[src/rtl/ffj_pkg.sv]
// ----------------------------------------------------------------------------
// ffj_pkg
// Field widths, output caps and degree codes for the fractional flow jet.
// ----------------------------------------------------------------------------
package ffj_pkg;

	localparam int SAT_W   = 17;  // saturation field
	localparam int RATIO_W = 24;  // viscosity ratio field
	localparam int FLOW_W  = 17;  // fractional flow field
	localparam int DERIV_W = 32;  // derivative fields
	localparam int DEG_W   = 2;   // derivative degree register
	localparam int QUO_W   = 33;  // quotient bits, one guard bit for rounding
	localparam int LIMB_W  = 32;  // multiplier limb

	localparam logic [QUO_W:0] FLOW_CAP = 34'd131071;
	localparam logic [QUO_W:0] POS_CAP  = 34'd2147483647;
	localparam logic [QUO_W:0] NEG_CAP  = 34'd2147483648;

	localparam logic [DEG_W-1:0] DEG_VALUE = 2'd0;
	localparam logic [DEG_W-1:0] DEG_GRAD  = 2'd1;
	localparam logic [DEG_W-1:0] DEG_HESS  = 2'd2;

endpackage

[src/rtl/ffj_mul.sv]
// ----------------------------------------------------------------------------
// ffj_mul
// Unsigned multiplier cut into limb products, two register stages.
// ----------------------------------------------------------------------------
module ffj_mul #(
	parameter int AW = 8,
	parameter int BW = 8
) (
	input  logic             clk,
	input  logic             en,
	input  logic [AW-1:0]    a,
	input  logic [BW-1:0]    b,
	output logic [AW+BW-1:0] p_s2
);
	localparam int LW   = ffj_pkg::LIMB_W;
	localparam int NA   = (AW + LW - 1) / LW;
	localparam int NB   = (BW + LW - 1) / LW;
	localparam int PADW = (NA + NB) * LW;

	logic [NA*LW-1:0]  a_pad;
	logic [NB*LW-1:0]  b_pad;
	logic [2*LW-1:0]   pp_s1 [NA][NB];
	logic [PADW-1:0]   acc;

	assign a_pad = (NA*LW)'(a);
	assign b_pad = (NB*LW)'(b);

	always_ff @(posedge clk) begin
		if (en) begin
			for (int i = 0; i < NA; i++) begin
				for (int j = 0; j < NB; j++) begin
					pp_s1[i][j] <= (2*LW)'(a_pad[i*LW +: LW]) * (2*LW)'(b_pad[j*LW +: LW]);
				end
			end
		end
	end

	always_comb begin
		acc = '0;
		for (int i = 0; i < NA; i++) begin
			for (int j = 0; j < NB; j++) begin
				acc = acc + (PADW'(pp_s1[i][j]) << (LW * (i + j)));
			end
		end
	end

	always_ff @(posedge clk) begin
		if (en) begin
			p_s2 <= acc[AW+BW-1:0];
		end
	end
endmodule

[config.mk]
export PLATFORM = sky130hd
export DESIGN_NAME = ffj_mul
export DESIGN_NICKNAME = d
export VERILOG_FILES = /design/src/rtl/ffj_pkg.sv /design/src/rtl/ffj_mul.sv
export SDC_FILE = /design/constraint.sdc
export NUM_CORES = 1
export LEC_CHECK = 0
export BUFFER_PORTS_ARGS = -buffer_cell sky130_fd_sc_hd__buf_2
export CAP_MARGIN = 10
export CORE_ASPECT_RATIO = 0.9
export CORE_MARGIN = 2
export CORE_UTILIZATION = 64
export CTS_CLUSTER_SIZE = 40
export DETAILED_ROUTE_END_ITERATION = 6
export PLACE_DENSITY = 0.82
export SLEW_MARGIN = 20
export SYNTH_ARGS = -nofsm -noshare
export SYNTH_HDL_FRONTEND = slang
export SYNTH_SLANG_ARGS = --single-unit
[constraint.sdc]
create_clock -name clk -period 13.21 [get_ports clk]
set_clock_uncertainty 0.1 [all_clocks]
set_input_delay 1.321 -clock clk [delete_from_list [all_inputs] [get_ports clk]]
set_output_delay 1.321 -clock clk [all_outputs]
set_load 0.005 [all_outputs]
==> results.sh, run 1 <==
export IMPL_stdcell_area_um2=3420
export IMPL_dr_total_vias=1966
export IMPL_grt_max_degree=33
export IMPL_reg2reg_from="pp_s1[0][11]$_DFFE_PP_"
export IMPL_period_minus_slack_ns=5.20
export IMPL_end_kind="register"
export IMPL_hp_start="pp_s1[0][2]$_DFFE_PP_"
export IMPL_switchingPower_uw=184
export IMPL_die_h_um=69.7
export IMPL_syn_mean_instance_area_um2=11.2
export IMPL_diodes=0
export IMPL_final_hold_violation_count=0
export IMPL_wl_per_cell_um=13.6
export IMPL_synth_top_area_share=0.313
export IMPL_grt_antenna_before_repair=0
export IMPL_grt_usage=0.207
export IMPL_area_growth_pct=11.4
export IMPL_drt_wl_total_mm=5.14
export IMPL_ioPinCount=34
export IMPL_dp_hpwl_mm=4.28
export IMPL_synth_cell_type_count=29
export IMPL_synth_seq_cells=32
export IMPL_leakagePower_uw=0.00166
export IMPL_p_clk_frac=0.166
export IMPL_peakVddDrop_v=0.0000756
export IMPL_htree_levels=2
export IMPL_drcViolationCount=0
export IMPL_clockBufferDepth=2
export IMPL_maxSlewHeadroom=0.572
export IMPL_nNetsFinal=405
export IMPL_ff2ff_setup_slack_ns=12.47
export IMPL_fin_setup_tns_ns=0
export IMPL_portBuffers=33
export IMPL_hold_buffers=0
export IMPL_placed_cell_area_um2=3310
export IMPL_coreArea_um2=4550
export IMPL_cts_resized_gates=0
export IMPL_timing_hold_ws_ns=0.317
export IMPL_filler_cell_count=310
export IMPL_grt_pass1_wl_mm=8.77
export IMPL_worst_slew_pin_slew_ns=0.642
export IMPL_fp_dieW_um=77.0
export IMPL_cts_buffers_inserted=5
export IMPL_via_per_inst=5.20
export IMPL_timing_fmax_mhz=192
export IMPL_slew_violations=0
export IMPL_worstRegToRegCells=0
export IMPL_power_frac_comb=0.515
export IMPL_switching_share=0.352
export IMPL_start_util=0.675
export IMPL_critPathLaunchType="input port"
export IMPL_path_clk_slew_ns=0.06
export IMPL_clkLatencyLatePin_ns=0.28
export IMPL_power_uw=522
export IMPL_cts_tree="built"
export IMPL_fp_dieArea_um2=5360
export IMPL_first_global_vias=1941
export IMPL_crit_start="b[4]"
export IMPL_yosysTopAreaCell="edfxtp_1"
export IMPL_status="finished, final reports clean"
export IMPL_syn_area_um2=3070
export IMPL_worstReg2RegEnd="p_s2[11]$_DFFE_PP_"
export IMPL_yosysSeqAreaShare=0.313
export IMPL_maxCapViolations=0
export IMPL_final_util=0.752
export IMPL_synth_cells=275
export IMPL_place_congestion=0.823
export IMPL_cp_required_ns=13.14
export IMPL_worstSetupPathType="input port to register"
export IMPL_path_max_fanout=8
export IMPL_seq_power_share=0.319
export IMPL_rsz0062_at_grt="no"
export IMPL_numClockSinks=32
export IMPL_drt_iter0_drc=212
export IMPL_yosysWarningCount=0
export IMPL_drt_first_pass_iters=4
export IMPL_hold_path_class="register to register"
export IMPL_post_cts_buffers=0
export IMPL_cp_endpoint="pp_s1[0][11]$_DFFE_PP_"
export IMPL_intPower_uw=339
export IMPL_rows=23
export IMPL_synth_area_top_cells="edfxtp_1 31%, fa_1 23%, ha_1 15%"
export IMPL_drive_above_1_share=0.139
export IMPL_ant_nets=0
export IMPL_p_per_area_nw_per_um2=153
export IMPL_setup_viol=0
export IMPL_grt_overflow=0
export IMPL_min_period_over_period=0.394
export IMPL_arrival_ns=5.13
export IMPL_syn_nets=365
export IMPL_root_buffer="clkbuf_8"
## synthesized netlist by cell type
cell and count:
o22a_1 1, edfxtp_1 32, a21o_2 1, nor3_1 2
fa_1 36, xnor2_1 7, and2_4 1, and2_1 47
nand2_1 23, nor2b_1 2, o21a_1 4, ha_1 36
nor2_1 6, nor4_1 1, a211o_1 3, o21ai_1 2
o311ai_0 1, a221oi_2 1, o211ai_1 2, a211oi_2 1
xor2_1 4, o21ai_0 1, nor3b_2 1, nand3_1 1
and3_1 3, inv_1 49, a31oi_1 1, a21oi_1 5
or4_1 1
## sequential cells by signal (all words and copies together) (netlist names)
name	cells
p_s2	16
pp_s1	16
## layer usage
metal	vias up	share of wire	track usage
met5	-	0	0
met4	0	0.017	0.0655
met3	10	0.040	0.0234
met2	61	0.46	0.340
met1	924	0.48	0.293
li1	971	-	-
## through the flow
step / cells / worst slack, ns
after global routing: 378 / 7.86
final: 378 / 8.01
after detailed placement: 370 / 7.73
after floorplan: 275 / 8.09
after CTS: 378 / 8.03
after global placement: 370 / 7.86
## final cells by class
class,instances,area [µm²],share of cell area
tap,62,77.6,0.0227
sequential,32,961,0.281
inverter,49,184,0.0538
clock buffer,5,68.8,0.0201
timing repair buffer,33,165,0.0483
multi-input combinational,194,1920,0.563
clock inverter,3,37.5,0.0110
## how the worst min path moves through the flow
stage,end,slack (ns),cells after the start
2_1_floorplan,p_s2[0]$_DFFE_PP_,0.30,0
3_3_place_gp,p_s2[12]$_DFFE_PP_,0.30,0
3_5_place_dp,p_s2[0]$_DFFE_PP_,0.30,0
4_1_cts,p_s2[0]$_DFFE_PP_,0.32,0
5_1_grt,p_s2[9]$_DFFE_PP_,0.32,0
6_report,p_s2[2]$_DFFE_PP_,0.32,0
## kinds of logic (layout without fill, tap and decap cells)
group / after synthesis / in the layout / share of synthesized area
buffers and inverters: 49 / 90 / 0.0600
and+or+nand+nor: 88 / 88 / 0.158
xor gates and xnor gates: 11 / 11 / 0.0314
DFF: 32 / 32 / 0.313
AOI/OAI and AO/OA: 23 / 23 / 0.0559
adders and majority gates: 72 / 72 / 0.382
## worst max-delay path: stages
cell	delay [ns]
buf_2	0.13
and2_1	0.18
fa_1	0.53
inv_1	0.05
fa_1	0.48
inv_1	0.06
fa_1	0.52
inv_1	0.05
fa_1	0.53
inv_1	0.05
ha_1	0.35
and2_4	0.17
a221oi_2	0.25
nand2_1	0.13
a31oi_1	0.23
xnor2_1	0.08
## power groups by stage
stage	Sequential (µW)	Clock (µW)	Combinational (µW)
after floorplan	168	0	204
after global placement	166	0	256
after detailed placement	169	0	266
after CTS	167	88.6	268
after global routing	169	93.6	305
final	167	86.6	269
## cell usage in the layout (no fill, tap or decap), drive strengths merged
cell	count
a211o	3
a211oi	1
a21o	1
a21oi	5
a221oi	1
a31oi	1
and2	48
and3	3
buf	33
bufinv	1
clkbuf	5
clkinv	2
edfxtp	32
fa	36
ha	36
inv	49
nand2	23
nand3	1
nor2	6
nor2b	2
nor3	2
nor3b	1
nor4	1
o211ai	2
o21a	4
o21ai	3
o22a	1
o311ai	1
or4	1
xnor2	7
xor2	4
Power figures use the tool's default switching activity.
==> run 2: changes to the inputs <==
CORE_UTILIZATION = 60   (was 64)
PLACE_DENSITY = 0.77   (was 0.82)
clock period = 5.07 ns   (was 13.21 ns; I/O delays follow)
==> results.sh, run 2 (synthesized netlist as in run 1, its figures left out) <==
export IMPL_grt_pass1_wl_mm=8.91
export IMPL_maxCapViolations=0
export IMPL_diodes=0
export IMPL_dp_hpwl_mm=4.17
export IMPL_critPathBufInv=5
export IMPL_hold_path_depth=0
export IMPL_end_kind="register"
export IMPL_wl_per_cell_um=13.5
export IMPL_top_usage_layer="met2"
export IMPL_grt_antenna_before_repair=0
export IMPL_drive_above_1_share=0.139
export IMPL_area_growth_pct=11.5
export IMPL_hp_start="pp_s1[0][9]$_DFFE_PP_"
export IMPL_cts_buffers_inserted=5
export IMPL_place_congestion=0.815
export IMPL_timing_hold_ws_ns=0.324
export IMPL_period_minus_slack_ns=4.33
export IMPL_ant_nets=0
export IMPL_path_max_fanout=8
export IMPL_status="finished, final reports clean"
export IMPL_p_per_area_nw_per_um2=397
export IMPL_clkLatencyLatePin_ns=0.28
export IMPL_maxSlewHeadroom=0.557
export IMPL_reg2reg_from="pp_s1[0][0]$_DFFE_PP_"
export IMPL_clockBufferDepth=2
export IMPL_worstReg2RegEnd="p_s2[0]$_DFFE_PP_"
export IMPL_post_cts_buffers=0
export IMPL_arrival_ns=4.26
export IMPL_die_h_um=71.8
export IMPL_ioPinCount=34
export IMPL_via_per_inst=5.17
export IMPL_filler_cell_count=381
export IMPL_seq_power_share=0.320
export IMPL_numClockSinks=32
export IMPL_grt_use_met1=0.282
export IMPL_fin_cells=381
export IMPL_worst_slew_pin_slew_ns=0.664
export IMPL_cts_resized_gates=0
export IMPL_fin_setup_tns_ns=0
export IMPL_dr_total_vias=1968
export IMPL_timing_fmax_mhz=231
export IMPL_drt_wl_total_mm=5.16
export IMPL_switching_share=0.352
export IMPL_path_cells="buf_2 > and2_1 > fa_1 > inv_1 > fa_1 > inv_1 > fa_1 > inv_1 > fa_1 > inv_1 > ha_1 > and2_4 > a221oi_2 > nand2_1 > a31oi_1 > xnor2_1"
export IMPL_nNetsFinal=405
export IMPL_grt_max_degree=33
export IMPL_worstRegToRegCells=0
export IMPL_dp_cells=373
export IMPL_htree_levels=2
export IMPL_intPower_uw=881
export IMPL_crit_family="adder cells"
export IMPL_leakagePower_uw=0.00166
export IMPL_setup_viol=0
export IMPL_critPathLaunchType="input port"
export IMPL_grt_overflow=0
export IMPL_switchingPower_uw=478
export IMPL_fp_dieArea_um2=5700
export IMPL_grt_usage=0.204
export IMPL_portBuffers=33
export IMPL_rows=24
export IMPL_coreArea_um2=4890
export IMPL_timing_final_ws_setup_ns=0.741
export IMPL_first_global_vias=1977
export IMPL_root_buffer="clkbuf_8"
export IMPL_use_met3=0.0239
export IMPL_final_hold_violation_count=0
export IMPL_layout_common_cells="49 x inv_1, 47 x and2_1, 36 x fa_1, 36 x ha_1, 33 x buf_2"
export IMPL_holdPathEnd="p_s2[9]$_DFFE_PP_"
export IMPL_fp_dieW_um=79.4
export IMPL_drt_first_pass_iters=4
export IMPL_rsz0062_at_grt="no"
export IMPL_gr_usage_met2=0.345
export IMPL_final_seq_area_um2=961
export IMPL_power_frac_comb=0.512
export IMPL_cts_tree="built"
export IMPL_place_ws_ns=0.450
export IMPL_slew_violations=0
export IMPL_final_common_cell="inv_1"
export IMPL_drcViolationCount=0
export IMPL_start_util=0.627
export IMPL_multi_input_area_um2=1920
export IMPL_p_clk_frac=0.168
export IMPL_peakVddDrop_v=0.000247
export IMPL_worstSetupPathType="input port to register"
export IMPL_cp_required_ns=5.00
export IMPL_top_regs="p_s2: 16 flops, pp_s1: 16 flops"
export IMPL_ff2ff_setup_slack_ns=4.27
export IMPL_hold_path_class="register to register"
export IMPL_crit_slowest_cell="fa_1"
export IMPL_path_clk_slew_ns=0.06
export IMPL_hold_buffers=0
export IMPL_max_stage_delay_ns=0.53
export IMPL_drt_iter0_drc=102
export IMPL_min_period_over_period=0.854
run 2: worst max path at each step:
| stage | start | to | cells past startpoint |
|---|---|---|---|
| finish | b[4] | pp_s1[0][11]$_DFFE_PP_ | 16 |
| global route | b[4] | pp_s1[0][11]$_DFFE_PP_ | 16 |
| CTS | b[4] | pp_s1[0][11]$_DFFE_PP_ | 16 |
| detailed placement | b[4] | pp_s1[0][11]$_DFFE_PP_ | 16 |
| global placement | b[4] | pp_s1[0][11]$_DFFE_PP_ | 16 |
| floorplan | b[4] | pp_s1[0][11]$_DFFE_PP_ | 15 |
run 2: per-stage QoR:
stage,instance area (µm²),util,total power (µW)
2_1_floorplan,3070,-,970
3_3_place_gp,3310,0.677,1100
3_5_place_dp,3310,0.677,1130
4_1_cts,3420,0.699,1370
5_1_grt,3420,0.699,1470
6_report,3420,0.699,1360
run 2: layout make-up:
type,count,area share
clock buffer,5,0.0201
clock inverter,3,0.0110
inverter,49,0.0538
multi-input combinational,194,0.562
sequential,32,0.281
tap,65,0.0238
timing repair buffer,33,0.0483
run 2: power by group through the flow:
stage	clock (µW)	combinational (µW)	sequential (µW)
after detailed placement	0	693	439
after floorplan	0	531	438
after global routing	243	788	444
final	228	696	435
after global placement	0	670	433
after CTS	234	700	438
run 2: metal layers:
metal,vias up,part of all wire,wire length [µm]
li1,976,-,-
met1,932,0.47,2450
met2,55,0.47,2450
met3,5,0.040,206
met4,0,0.011,56
met5,-,0,0
==> run 3: changes to the inputs <==
RECOVER_POWER = 50   (was not set)
==> results.sh, run 3 (synthesized netlist as in run 1, its figures left out) <==
export IMPL_grt_overflow=0
export IMPL_top_regs="p_s2: 16 flops, pp_s1: 16 flops"
export IMPL_arrival_ns=4.33
export IMPL_place_congestion=0.815
export IMPL_final_common_cell="inv_1"
export IMPL_hold_path_class="register to register"
export IMPL_ant_nets=0
export IMPL_drt_first_pass_iters=4
export IMPL_cts_resized_gates=0
export IMPL_grt_antenna_before_repair=0
export IMPL_path_max_fanout=8
export IMPL_dp_hpwl_mm=4.17
export IMPL_via_per_inst=5.11
export IMPL_htree_levels=2
export IMPL_reg2reg_from="pp_s1[0][0]$_DFFE_PP_"
export IMPL_fin_setup_tns_ns=0
export IMPL_worst_slew_pin_slew_ns=1.59
export IMPL_switching_share=0.352
export IMPL_timing_hold_ws_ns=0.324
export IMPL_clockBufferDepth=2
export IMPL_post_cts_buffers=0
export IMPL_ff2ff_setup_slack_ns=4.28
export IMPL_peakVddDrop_v=0.000247
export IMPL_intPower_uw=881
export IMPL_hold_buffers=0
export IMPL_grt_pass1_wl_mm=8.91
export IMPL_cts_buffers_inserted=5
export IMPL_worstRegToRegCells=0
export IMPL_drcViolationCount=0
export IMPL_critPathLaunchType="input port"
export IMPL_status="finished, violations left"
export IMPL_start_util=0.627
export IMPL_switchingPower_uw=478
export IMPL_fp_dieArea_um2=5700
export IMPL_grt_usage=0.204
export IMPL_dp_cells=373
export IMPL_worstReg2RegEnd="p_s2[0]$_DFFE_PP_"
export IMPL_rows=24
export IMPL_drive_above_1_share=0.133
export IMPL_violations="capacitance limit, slew limit"
export IMPL_hold_path_depth=0
export IMPL_power_frac_comb=0.511
export IMPL_cts_tree="built"
export IMPL_hp_start="pp_s1[0][9]$_DFFE_PP_"
export IMPL_top_usage_layer="met2"
export IMPL_path_clk_slew_ns=0.06
export IMPL_power_uw=1360
export IMPL_clkLatencyLatePin_ns=0.28
export IMPL_grt_use_met1=0.282
export IMPL_grt_max_degree=33
export IMPL_p_per_area_nw_per_um2=398
export IMPL_diodes=0
export IMPL_worstSetupPathType="input port to register"
export IMPL_gr_usage_met2=0.345
export IMPL_end_kind="register"
export IMPL_leakagePower_uw=0.00166
export IMPL_numClockSinks=32
export IMPL_use_met3=0.0239
export IMPL_maxCapViolations=1
export IMPL_slew_violations=33
export IMPL_cp_required_ns=5.00
export IMPL_rsz0062_at_grt="no"
export IMPL_final_hold_violation_count=0
export IMPL_period_minus_slack_ns=4.40
export IMPL_min_period_over_period=0.867
export IMPL_first_global_vias=1977
export IMPL_fin_cells=381
export IMPL_final_util=0.698
export IMPL_ioPinCount=34
export IMPL_p_clk_frac=0.168
export IMPL_root_buffer="clkbuf_8"
export IMPL_seq_power_share=0.320
export IMPL_setup_viol=0
export IMPL_timing_fmax_mhz=227
export IMPL_wl_per_cell_um=13.5
export IMPL_maxSlewHeadroom=-0.0628
export IMPL_drt_wl_total_mm=5.16
export IMPL_portBuffers=33
export IMPL_die_h_um=71.8
export IMPL_holdPathEnd="p_s2[9]$_DFFE_PP_"
export IMPL_coreArea_um2=4890
export IMPL_area_growth_pct=11.4
export IMPL_fp_dieW_um=79.4
export IMPL_nNetsFinal=405
export IMPL_layout_common_cells="49 x inv_1, 46 x and2_1, 36 x fa_1, 36 x ha_1, 32 x edfxtp_1"
export IMPL_dr_total_vias=1947
export IMPL_drt_iter0_drc=101
-- run 3: changes by cell type in the layout (fill, tap and decap cells not counted) --
cell / previous run / this run
and2_0: 0 / 1
and2_1: 47 / 46
clkbuf_1: 0 / 2
buf_2: 33 / 31
-- run 3: how the worst max path moves through the flow --
stage | from | to | slack (ns) | cells after the start
after floorplan | b[4] | pp_s1[0][11]$_DFFE_PP_ | 0.76 | 15
after global placement | b[4] | pp_s1[0][11]$_DFFE_PP_ | 0.54 | 16
after detailed placement | b[4] | pp_s1[0][11]$_DFFE_PP_ | 0.45 | 16
after CTS | b[4] | pp_s1[0][11]$_DFFE_PP_ | 0.75 | 16
after global routing | a[1] | pp_s1[0][11]$_DFFE_PP_ | 0.43 | 15
final | a[1] | pp_s1[0][11]$_DFFE_PP_ | 0.67 | 15
-- run 3: per-layer routing --
metal  up-vias  wire length, µm
met3         5              181
met1       926             2480
met4         0               56
met2        42             2440
met5         -                0
li1        974                -
-- run 3: final cells by class --
type                    instances  area [µm²]
clock inverters                 3        37.5
well taps                      65        81.3
multi-input cells             194        1920
repair buffers                 33         163
flip-flops and latches         32         961
inverters                      49         184
fillers                       382        1480
clock buffers                   5        68.8
-- run 3: worst max-delay path, cell delays in order --
cell and delay (ns):
clkbuf_1 0.26, nand2_1 0.12, fa_1 0.50, fa_1 0.55, inv_1 0.06, fa_1 0.53, inv_1 0.05, fa_1 0.52
inv_1 0.04, ha_1 0.34, and2_4 0.17, a221oi_2 0.24, nand2_1 0.13, a31oi_1 0.22, xnor2_1 0.08
-- run 3: power by group through the flow --
| stage | Clock (µW) | Sequential [µW] | Combinational [µW] |
|---|---|---|---|
| after global routing | 243 | 444 | 788 |
| after CTS | 234 | 438 | 700 |
| final | 229 | 435 | 695 |
| after detailed placement | 0 | 439 | 693 |
| after floorplan | 0 | 438 | 531 |
| after global placement | 0 | 433 | 670 |
-- run 3: through the flow --
stage,cell area (µm²),worst slack (ns)
2_1_floorplan,3070,0.759
3_3_place_gp,3310,0.536
3_5_place_dp,3310,0.450
4_1_cts,3420,0.751
5_1_grt,3420,0.434
6_report,3420,0.674
